File: config.mk
export PLATFORM = sky130hd
export DESIGN_NAME = tsc_div_cell
export DESIGN_NICKNAME = d
export VERILOG_FILES = /design/src/rtl/tsc_pkg.sv /design/src/rtl/tsc_div_cell.sv
export SDC_FILE = /design/constraint.sdc
export NUM_CORES = 1
export LEC_CHECK = 0
export BUFFER_PORTS_ARGS = -buffer_cell sky130_fd_sc_hd__buf_2
export CORE_MARGIN = 2
export CORE_UTILIZATION = 46
export DETAILED_ROUTE_END_ITERATION = 6
export PLACE_DENSITY = 0.77
export RECOVER_POWER = 50
export SKIP_CTS_REPAIR_TIMING = 1
export SYNTH_ARGS = -nofsm -noshare
export SYNTH_HDL_FRONTEND = slang
export SYNTH_SLANG_ARGS = --single-unit
File: constraint.sdc
create_clock -name i_clk -period 4.49 [get_ports i_clk]
set_input_delay 0.2245 -clock i_clk [delete_from_list [all_inputs] [get_ports i_clk]]
set_output_delay 0.2245 -clock i_clk [all_outputs]
set_load 0.01 [all_outputs]
File: src/rtl/tsc_pkg.sv
// Shared types and constants of the touch sample calibrator.
// Holds the sample and point word layouts and the divider cell word.
// No dependencies.
`default_nettype none

package tsc_pkg;

    localparam int unsigned COORD_W = 12;
    localparam int unsigned PRESS_W = 12;
    localparam int unsigned POINT_W = 16;
    localparam int unsigned COEF_W  = 32;
    // quotient bits kept by the divider; the top bit marks saturation
    localparam int unsigned QUO_W   = 19;
    // partial remainder: divisor magnitude shifted by the top quotient bit
    localparam int unsigned REM_W   = COEF_W + QUO_W;
    // signed numerator width
    localparam int unsigned NUM_W   = 48;
    // signed width of a rotated coordinate before saturation
    localparam int unsigned ROT_W   = QUO_W + 2;

    localparam logic [PRESS_W-1:0] TOUCH_MIN = 12'd70;
    localparam logic [COORD_W:0]   Y_BASE    = 13'd4096;

    // register indexes
    localparam logic [7:0] REG_COEF_A   = 8'd0;
    localparam logic [7:0] REG_COEF_B   = 8'd1;
    localparam logic [7:0] REG_COEF_C   = 8'd2;
    localparam logic [7:0] REG_COEF_D   = 8'd3;
    localparam logic [7:0] REG_COEF_E   = 8'd4;
    localparam logic [7:0] REG_COEF_F   = 8'd5;
    localparam logic [7:0] REG_DIVISOR  = 8'd6;
    localparam logic [7:0] REG_ROTATION = 8'd7;

    // rotation codes
    localparam logic [1:0] ROT_0   = 2'd0;
    localparam logic [1:0] ROT_90  = 2'd1;
    localparam logic [1:0] ROT_180 = 2'd2;
    localparam logic [1:0] ROT_270 = 2'd3;

    typedef struct packed {
        logic [COORD_W-1:0] raw_x;
        logic [COORD_W-1:0] raw_y;
        logic [PRESS_W-1:0] raw_pressure;
    } t_sample;

    typedef struct packed {
        logic                      touching;
        logic signed [POINT_W-1:0] point_x;
        logic signed [POINT_W-1:0] point_y;
        logic [PRESS_W-1:0]        pressure;
        logic                      cal_error;
    } t_point;

    // word handed along the divider chain, both coordinates side by side
    typedef struct packed {
        logic [REM_W-1:0]   rem_x;
        logic [REM_W-1:0]   rem_y;
        logic [QUO_W-1:0]   quo_x;
        logic [QUO_W-1:0]   quo_y;
        logic               neg_x;
        logic               neg_y;
        logic               touching;
        logic               cal_error;
        logic [PRESS_W-1:0] pressure;
    } t_cell;

endpackage

`default_nettype wire

File: src/rtl/tsc_div_cell.sv
// One restoring division step for both coordinates, with its own stage.
// Depends on tsc_pkg for the cell word.
`default_nettype none

module tsc_div_cell #(
    parameter int unsigned STEP = 0
) (
    input  wire logic                        i_clk,
    input  wire logic                        i_rst_n,
    input  wire logic [tsc_pkg::COEF_W-1:0]  i_dmag,
    input  wire logic                        i_valid,
    output logic                             o_ready,
    input  wire tsc_pkg::t_cell              i_word,
    output logic                             o_valid,
    input  wire logic                        i_ready,
    output tsc_pkg::t_cell                   o_word
);

    logic                          r_valid;
    tsc_pkg::t_cell                r_word;
    tsc_pkg::t_cell                n_word;
    logic [tsc_pkg::REM_W-1:0]     dsh;

    assign dsh = tsc_pkg::REM_W'(i_dmag) << STEP;

    // subtract the shifted divisor where it fits and set this quotient bit
    always_comb begin
        n_word = i_word;
        if (i_word.rem_x >= dsh) begin
            n_word.rem_x       = i_word.rem_x - dsh;
            n_word.quo_x[STEP] = 1'b1;
        end
        if (i_word.rem_y >= dsh) begin
            n_word.rem_y       = i_word.rem_y - dsh;
            n_word.quo_y[STEP] = 1'b1;
        end
    end

    assign o_ready = !r_valid || i_ready;

    always_ff @(posedge i_clk) begin
        if (!i_rst_n) begin
            r_valid <= 1'b0;
        end else if (o_ready) begin
            r_valid <= i_valid;
        end
    end

    always_ff @(posedge i_clk) begin
        if (o_ready && i_valid) begin
            r_word <= n_word;
        end
    end

    assign o_valid = r_valid;
    assign o_word  = r_word;

endmodule

`default_nettype wire

# == Word level (Yosys, flattened, before mapping) ==
# Cells that the tools add are included.
# Widths: inputs -> output; s select.
# op_classes
n_addsub,2
magnitude_cmp,2
muxes,2
n_reduce_logical,3
# op_table
cell,n
$ge 51x32->1,2
$mux 51,2
$sub 51x32->51,2
$logic_and 1x1->1,1
$logic_not 1->1,1
$logic_or 1x1->1,1
# totals
register_bits,157

# == Longest topological paths before layout ==
# Gate-level depths: netlist of the first run.
# logic_depth
ltp_word,3
depth_mapped,13

# == Worst setup path before layout of the first run ==
# Ideal clock, no wire load.
# synth_timing
kind,register to register
from,register r_valid (netlist: o_valid)
to,register r_word (netlist bit o_word[0]) (enable)
setup_time_ns,0.535
arrival_ns,4.092
required_time_ns,3.955
slack_ns,-0.137
stages_incl_launch_ff,3
path_buffers,0
cell_sequence,dfxtp_1 nand2b_1 and2_1
# synth_via
elab_chain_len,3
# synth_lines
item,line,text
"start, declared",tsc_div_cell.sv:19,logic r_valid;
"start signal, assigned",tsc_div_cell.sv:45,r_valid <= i_valid;
$logic_not 1->1,tsc_div_cell.sv:39,assign o_ready = !r_valid || i_ready;
$logic_or 1x1->1,tsc_div_cell.sv:39,
net o_ready,tsc_div_cell.sv:12,"output logic o_ready,"
$logic_and 1x1->1,tsc_div_cell.sv:50,if (o_ready && i_valid) begin
"end signal, assigned",tsc_div_cell.sv:51,r_word <= n_word;
"end, declared",tsc_div_cell.sv:20,tsc_pkg::t_cell r_word;
# The timed path passes the listed nets, and every way through them passes these cells.
# A chain may end at the register's enable or synchronous reset.

==> flow_summary.ini, run 1 <==
[grt]
first_global_vias = 8800
grt_start_max_net_pins = 106
grt_pass1_wl_mm = 47.7
overflow = 0
track_usage_pct = 25.9
antenna_found_initial = 9

[route]
drc_errors = 0
wl_met3_mm = 2.50
detail-route-antenna-nets = 0
drtPass1Iterations = 5
wl_met1_mm = 13.3
vias = 9373
avgRoutedWirePerCell_um = 18.8
top_layer = met5
routed_wl_mm = 31.5
wl_met2_mm = 15.0
vias_per_cell = 5.58
first_iter_violations = 784

[sta]
worst_pin_slew_ps = 2430
fmax_mhz = 301
setup_violations = 0
tns_ps = 0
finalMaxSlewViolations = 52
final.min_clock_period_ps = 3320
fin_skew_ps = 10.6
finalHoldViolations = 0
holdWs_ps = 47.0
post-route-period-util_pct = 74.0
rsz0062_at_grt = false
relSlewSlack_pct = -62.2

[floorplanning]
io_pins = 350
num_rows = 54
start_util_pct = 46.5
die_w_um = 152
coreArea_um2 = 21700
dieArea_um2 = 23100
die_h_um = 152

[final_layout]
post-route-util_pct = 59.8
nNetsFinal = 1640
syn_to_final_growth_pct = 28.6
final_cell_mix = 189 x buf_2, 161 x clkbuf_1, 156 x edfxtp_1, 121 x a21oi_1, 104 x nor2_1
final_common_cell = buf_2
drive_gt1_share_pct = 18.6
fillCellCount = 1934
instances_no_fill = 1681

[critical_path]
endpoint_kind = register
worst-path-buf-inv = 2
reg2reg_to = o_word[72]$_DFFE_PP_
crit-reg2reg-launch = o_valid$_SDFFE_PN0N_
reg2regPathDepth = 3
critPathMaxFanout = 24
ff2ff_setup_slack_ps = 1290
critical-path-top-delay-family = simple AND/OR/NAND/NOR gates
path_cells = buf_2 -> inv_1 -> ha_1 -> nand4_1 -> nor4_1 -> nand2_1 -> a211oi_1 -> or4_2 -> nand2_2 -> nor3_2 -> or4b_1 -> xnor2_1
critPathRequiredTime_ps = 4670
max_stage_delay_ps = 490
criticalPathCategory = in2reg
critPathSlowestCell = or4b_1
arrival_ps = 3500
startpoint_type = primary input

[clock_network]
cts_buffer_depth = 2
insertion_delay_ps = 430
numCtsBuffers = 17
clkTransAtPathRegs_ps = 60
cts_root_buf = clkbuf_16
ctsHtreeMaxLevel = 4
cts_tree = built
cts.sinks = 157

[worst_hold_path]
hold_start = i_word[35]
hold_class = in2reg
holdPathEnd = o_word[35]$_SDFFCE_PP1P_
holdPathStages = 2

[place]
hpwl_mm = 24.5
dp.cells = 1591
portBuffers = 349
place_congestion = 0.901

[power_and_ir_drop]
leakage_nw = 5.23
irDropWorstVdd_uv = 237
powerDensity_nw_per_um2 = 336

[synth]
synth_edf_count = 156
ys_seq_elements = 157
synth_largest_area_cell = edfxtp_1
netlist.area_leader.share_pct = 46.4
synth_cell_types = 67
ys_warn_count = 0
synthArstFlopShare_pct = 0
syn_area_per_cell_um2 = 10.1
synth.area.top_cells = edfxtp_1 46%, ha_1 7.9%, a21oi_1 6.0%, xnor2_1 5.3%, nor2_1 3.9%
synth-seq-area-share_pct = 46.6
syn-num-nets = 1252
synth_area_um2 = 10100
synthCells = 994
synthFlopType = edfxtp_1

[run_status]
status = finished with violations
violations = capacitance limit, slew limit

[run]
maxCapViolCount = 1
-- registers in the layout (all words and copies together), names as in the netlist --
| name | flops |
|---|---|
| o_word | 156 |
| o_valid | 1 |
-- cells by family (layout without fill, tap and decap cells) --
family,count (synthesis),in the layout,share of synthesized area [%]
other,0,6,0
buffers and inverters,85,486,3.46
adder cells (fa/ha/maj),66,66,8.34
multiplexers,21,21,2.58
AO/OA/AOI/OAI,252,252,15.1
flip-flops,157,157,46.6
XOR/XNOR,96,96,8.34
AND/OR/NAND/NOR,317,317,15.5
-- power breakdown --
group          switching, mW  total, mW  internal (mW)
clock                  0.644       1.42          0.772
sequential            0.0386       1.83           1.80
combinational          0.651       1.10          0.454
total                   1.33       4.36           3.02
-- through the flow --
| step | worst slack, ps | total power [mW] | area [µm²] |
|---|---|---|---|
| after floorplan | 1420 | 2.53 | 10100 |
| after global placement | 835 | 2.93 | 12100 |
| after detailed placement | 800 | 2.94 | 12100 |
| after CTS | 1240 | 4.36 | 12600 |
| after global routing | 953 | 4.54 | 13000 |
| final | 1170 | 4.36 | 13000 |
-- cells in the mapped netlist (4+ instances only) --
master	count
edfxtp_1	156
a21oi_1	121
nor2_1	104
nand2_1	69
ha_1	64
xnor2_1	61
inv_1	48
o21ai_0	40
xor2_1	35
clkbuf_1	30
a21o_1	25
nor3_1	22
nand4_1	20
nor4_1	17
mux2_2	12
nand3_1	12
and3_1	10
nand2b_1	9
a31oi_1	8
or4_1	8
mux2_4	7
a211oi_1	6
nor2b_1	6
o211ai_1	6
or2_2	6
nand3b_1	5
nor3b_1	5
o21a_1	5
o21bai_1	5
or3_1	5
and2_1	4
and4_1	4
-- metal layers --
metal	up-vias	GRT usage, %
li1	4476	-
met1	4378	34.6
met2	460	41.4
met3	53	6.42
met4	6	8.59
met5	-	0
-- cell type report --
class | count | area [µm²] | area share, %
Inverter | 48 | 180 | 1.39
Tap cell | 280 | 350 | 2.70
Multi-Input combinational cell | 752 | 5040 | 38.9
Clock inverter | 14 | 129 | 0.994
Timing Repair Buffer | 406 | 2120 | 16.3
Clock buffer | 18 | 429 | 3.31
Sequential cell | 157 | 4700 | 36.3
Antenna cell | 6 | 15.0 | 0.116
-- how the worst max path moves through the flow --
| stage | depth (start not counted) | start | slack (ps) | end |
|---|---|---|---|---|
| finish | 12 | i_dmag[21] | 1170 | o_word[154]$_DFFE_PP_ |
| global route | 12 | i_dmag[21] | 950 | o_word[154]$_DFFE_PP_ |
| CTS | 12 | i_dmag[21] | 1240 | o_word[154]$_DFFE_PP_ |
| detailed placement | 12 | i_dmag[21] | 800 | o_word[154]$_DFFE_PP_ |
| global placement | 12 | i_dmag[21] | 840 | o_word[154]$_DFFE_PP_ |
| floorplan | 13 | i_word[54] | 1420 | o_word[80]$_DFFE_PP_ |
Power figures use the tool's default switching activity.
==> run 2, diff against run 1 <==
Settings changed: CORE_UTILIZATION 46 to 51, PLACE_DENSITY 0.77 to 0.81.
Clock period 4.49 ns to 3.45 ns, I/O delays scaled along.
==> flow_summary.ini, run 2 (synthesis results as in run 1) <==
[place]
place_ws_ps = 188
hpwl_mm = 24.3
place_congestion = 0.971
portBuffers = 349

[floorplanning]
coreArea_um2 = 19500
start_util_pct = 51.8
num_rows = 51
die_w_um = 145
dieArea_um2 = 20900
io_pins = 350
die_h_um = 145

[sta]
relSlewSlack_pct = 60.9
setup_slack_ps = 570
final.min_clock_period_ps = 2880
setup_violations = 0
rsz0062_at_grt = false
finalMaxSlewViolations = 0
fin_skew_ps = 7.21
worst_pin_slew_ps = 581
tns_ps = 0
post-route-period-util_pct = 83.5
finalHoldViolations = 0
fmax_mhz = 347

[clock_network]
cts_buffer_depth = 2
cts_tree = built
numCtsBuffers = 17
ctsHtreeMaxLevel = 4
insertion_delay_ps = 430
clkTransAtPathRegs_ps = 70
cts_root_buf = clkbuf_16
cts.sinks = 157

[critical_path]
startpoint_type = primary input
endpoint_kind = register
cp-endpoint = o_word[154]$_DFFE_PP_
reg2reg_to = o_word[102]$_DFFE_PP_
cp-startpoint = i_dmag[1]
arrival_ps = 3070
critPathMaxFanout = 4
reg2regPathDepth = 3
criticalPathCategory = in2reg
ff2ff_setup_slack_ps = 1710
crit-reg2reg-launch = o_valid$_SDFFE_PN0N_
critPathRequiredTime_ps = 3640

[power_and_ir_drop]
powerDensity_nw_per_um2 = 438
irDropWorstVdd_uv = 334
design_power_total_mw = 5.73
leakage_nw = 5.31

[grt]
grt_pass1_wl_mm = 45.4
first_global_vias = 8509
track_usage_pct = 28.3
grt_start_max_net_pins = 70
antenna_found_initial = 7
overflow = 0

[route]
drtPass1Iterations = 5
first_iter_violations = 1070
wl_met3_mm = 2.99
vias_per_cell = 5.71
routed_wl_mm = 32.1
wl_met1_mm = 12.6
detail-route-antenna-nets = 0
vias = 9585
top_layer = met5
avgRoutedWirePerCell_um = 19.1
drc_errors = 0
wl_met2_mm = 15.5

[run]
maxCapViolCount = 0

[final_layout]
final_common_cell = buf_2
syn_to_final_growth_pct = 29.8
nNetsFinal = 1654
fillCellCount = 1559
drive_gt1_share_pct = 19.7
final_cell_mix = 191 x buf_2, 158 x clkbuf_1, 156 x edfxtp_1, 121 x a21oi_1, 104 x nor2_1
post-route-util_pct = 67.3
largest_reg_flops = 156

[run_status]
status = complete, no violations

[worst_hold_path]
hold_class = in2reg
## run 2: cell count changes in the layout (fill, tap and decap cells not counted), sizes merged
cell,previous run,this run
clkbuf,178,176
dlygate4sd3,52,54
inv,55,56
bufinv,1,0
buf,194,208
diode,6,5
## run 2: worst min-delay path by stage
stage / cells after the start / start / endpoint
6_report: 2 / i_word[16] / o_word[16]$_SDFFCE_PP1P_
3_5_place_dp: 1 / i_word[42] / o_word[42]$_DFFE_PP_
3_3_place_gp: 1 / i_word[48] / o_word[48]$_DFFE_PP_
4_1_cts: 1 / i_word[25] / o_word[25]$_DFFE_PP_
5_1_grt: 2 / i_word[16] / o_word[16]$_SDFFCE_PP1P_
2_1_floorplan: 0 / i_word[0] / o_word[0]$_DFFE_PP_
## run 2: through the flow
stage | hold WS [ps] | cells | instance area (µm²)
floorplan | 271 | 994 | 10100
CTS | -98.9 | 1620 | 12700
global placement | 350 | 1588 | 12200
detailed placement | 351 | 1588 | 12200
global route | 8.18 | 1678 | 13100
finish | 9.83 | 1679 | 13100
## run 2: per-layer routing
layer	vias to the layer above	global-route usage, %
li1	4498	-
met1	4462	36.1
met2	555	46.8
met3	66	7.22
met4	4	10.2
met5	-	0
## run 2: report_power, final
| part | internal [mW] | total [mW] | switching [mW] |
|---|---|---|---|
| Clock | 0.984 | 1.88 | 0.897 |
| Combinational | 0.604 | 1.46 | 0.854 |
| Sequential | 2.33 | 2.39 | 0.0541 |
| Total | 3.92 | 5.73 | 1.81 |
## run 2: critical path, cell delays in order
cell	delay, ps
buf_2	100
inv_1	230
ha_1	300
nor2b_1	150
o2111ai_1	240
nand2_1	170
a211o_1	360
o21ai_0	270
a31oi_1	170
nor3_2	290
or4b_1	480
xnor2_1	140
## run 2: final cells by class
type / instances / area (µm²) / share of cell area, %
tap: 265 / 332 / 2.53
timing repair buffer: 420 / 2230 / 17.0
sequential: 157 / 4700 / 35.9
clock buffer: 18 / 439 / 3.35
multi-input combinational: 752 / 5050 / 38.6
antenna: 5 / 12.5 / 0.0956
clock inverter: 14 / 146 / 1.12
inverter: 48 / 180 / 1.38
==> run 3, diff against run 2 <==
Clock period 3.45 ns to 2.68 ns, I/O delays scaled along.
==> flow_summary.ini, run 3 (synthesis results as in run 1) <==
[final_layout]
syn_to_final_growth_pct = 48.6
nNetsFinal = 1880
largest_reg_flops = 156
design_area_um2 = 15000
instances_no_fill = 1904
drive_gt1_share_pct = 32.0
final_cell_mix = 236 x buf_4, 189 x buf_2, 160 x clkbuf_1, 156 x edfxtp_1, 119 x a21oi_1
final_common_cell = buf_4

[floorplanning]
die_h_um = 145
start_util_pct = 51.8
dieArea_um2 = 20900
die_w_um = 145
coreArea_um2 = 19500
io_pins = 350
num_rows = 51

[power_and_ir_drop]
powerDensity_nw_per_um2 = 533
irDropWorstVdd_uv = 474
leakage_nw = 6.45
design_power_total_mw = 8.00

[route]
drtPass1Iterations = 6
drc_errors = 0
vias = 10700
vias_per_cell = 5.60
detail-route-antenna-nets = 0
avgRoutedWirePerCell_um = 19.2
first_iter_violations = 1043
routed_wl_mm = 36.6

[critical_path]
path_cells = buf_2 -> ha_1 -> inv_1 -> fa_2 -> a21o_1 -> nand3_2 -> a31oi_2 -> o21a_1 -> a211o_1 -> a221o_1 -> o21ai_0 -> nand4_1 -> xnor2_1
critPathMaxFanout = 5
criticalPathCategory = in2reg
reg2reg_to = o_word[62]$_DFFE_PP_
startpoint_type = primary input
critPathRequiredTime_ps = 2870
endpoint_kind = register
max_stage_delay_ps = 470
arrival_ps = 2800
ff2ff_setup_slack_ps = 210
reg2regPathDepth = 3
critPathSlowestCell = a221o_1
crit-reg2reg-launch = o_valid$_SDFFE_PN0N_

[sta]
final.min_clock_period_ps = 2610
finalMaxSlewViolations = 0
relSlewSlack_pct = 20.7
fmax_mhz = 383
finalHoldViolations = 0
setup_slack_ps = 66.1
holdWs_ps = 10.7
post-route-period-util_pct = 97.5
fin_skew_ps = 7.80
worst_pin_slew_ps = 1190
setup_violations = 0

[clock_network]
cts.sinks = 157
clkTransAtPathRegs_ps = 70
cts_buffer_depth = 2
numCtsBuffers = 17
ctsHtreeMaxLevel = 4
cts_tree = built
cts_root_buf = clkbuf_16
insertion_delay_ps = 430

[place]
dp.cells = 1811
place_ws_ps = -445
hpwl_mm = 26.7
placedInstanceArea_um2 = 13900
place_congestion = 0.974
portBuffers = 349

[run]
maxCapViolCount = 0

[grt]
track_usage_pct = 31.6
overflow = 0
grt_start_max_net_pins = 73
first_global_vias = 9924
grt_pass1_wl_mm = 51.1
antenna_found_initial = 6

[worst_hold_path]
hold_start = i_word[155]
holdPathEnd = o_word[155]$_DFFE_PP_
holdPathStages = 2
hold_class = in2reg

[run_status]
status = complete, no violations
[run 3: how the worst max path moves through the flow]
stage | slack [ps] | cells after the start | start | to
5_1_grt | -20 | 13 | i_dmag[0] | o_word[147]$_DFFE_PP_
2_1_floorplan | -20 | 12 | i_word[105] | o_word[141]$_DFFE_PP_
4_1_cts | 1 | 14 | i_dmag[0] | o_word[82]$_DFFE_PP_
6_report | 70 | 13 | i_dmag[0] | o_word[147]$_DFFE_PP_
3_3_place_gp | -400 | 10 | i_word[151] | o_word[128]$_DFFE_PP_
3_5_place_dp | -450 | 11 | i_word[151] | o_word[145]$_DFFE_PP_
[run 3: cell type report]
class | instances | area (µm²)
Inverter | 48 | 180
Clock buffer | 17 | 425
Antenna cell | 4 | 10.0
Tap cell | 265 | 332
Clock inverter | 15 | 200
Timing Repair Buffer | 646 | 3950
Sequential cell | 157 | 4700
Fill cell | 1365 | 4470
Multi-Input combinational cell | 752 | 5190
[run 3: per-layer routing]
layer  share of wire (%)  track usage, %  up-vias
met1                  38            38.2     4948
met2                  49            53.9      637
met5               0.074               0        -
met3                 8.6            7.38      124
met4                 4.3            13.6        4
li1                    -               -     4949
[run 3: where the power goes]
part / leakage, nW / internal (mW) / switching, mW
combinational: 4.64 / 1.08 / 1.25
clock: 0.297 / 1.43 / 1.16
sequential: 1.51 / 3.01 / 0.0697
[run 3: worst max-delay path, delay by kind of cell]
family | cells | cell delay [ps]
xor gates and xnor gates | 1 | 160
AOI/OAI and AO/OA | 6 | 1510
and+or+nand+nor | 2 | 270
buffers and inverters | 2 | 190
adders and majority gates | 2 | 520
[run 3: through the flow]
step | util [%] | setup TNS [ps]
floorplan | - | -19.9
global placement | 71.6 | -22880
detailed placement | 71.6 | -26430
CTS | 74.8 | 0
global route | 77.0 | -46.0
finish | 77.0 | 0
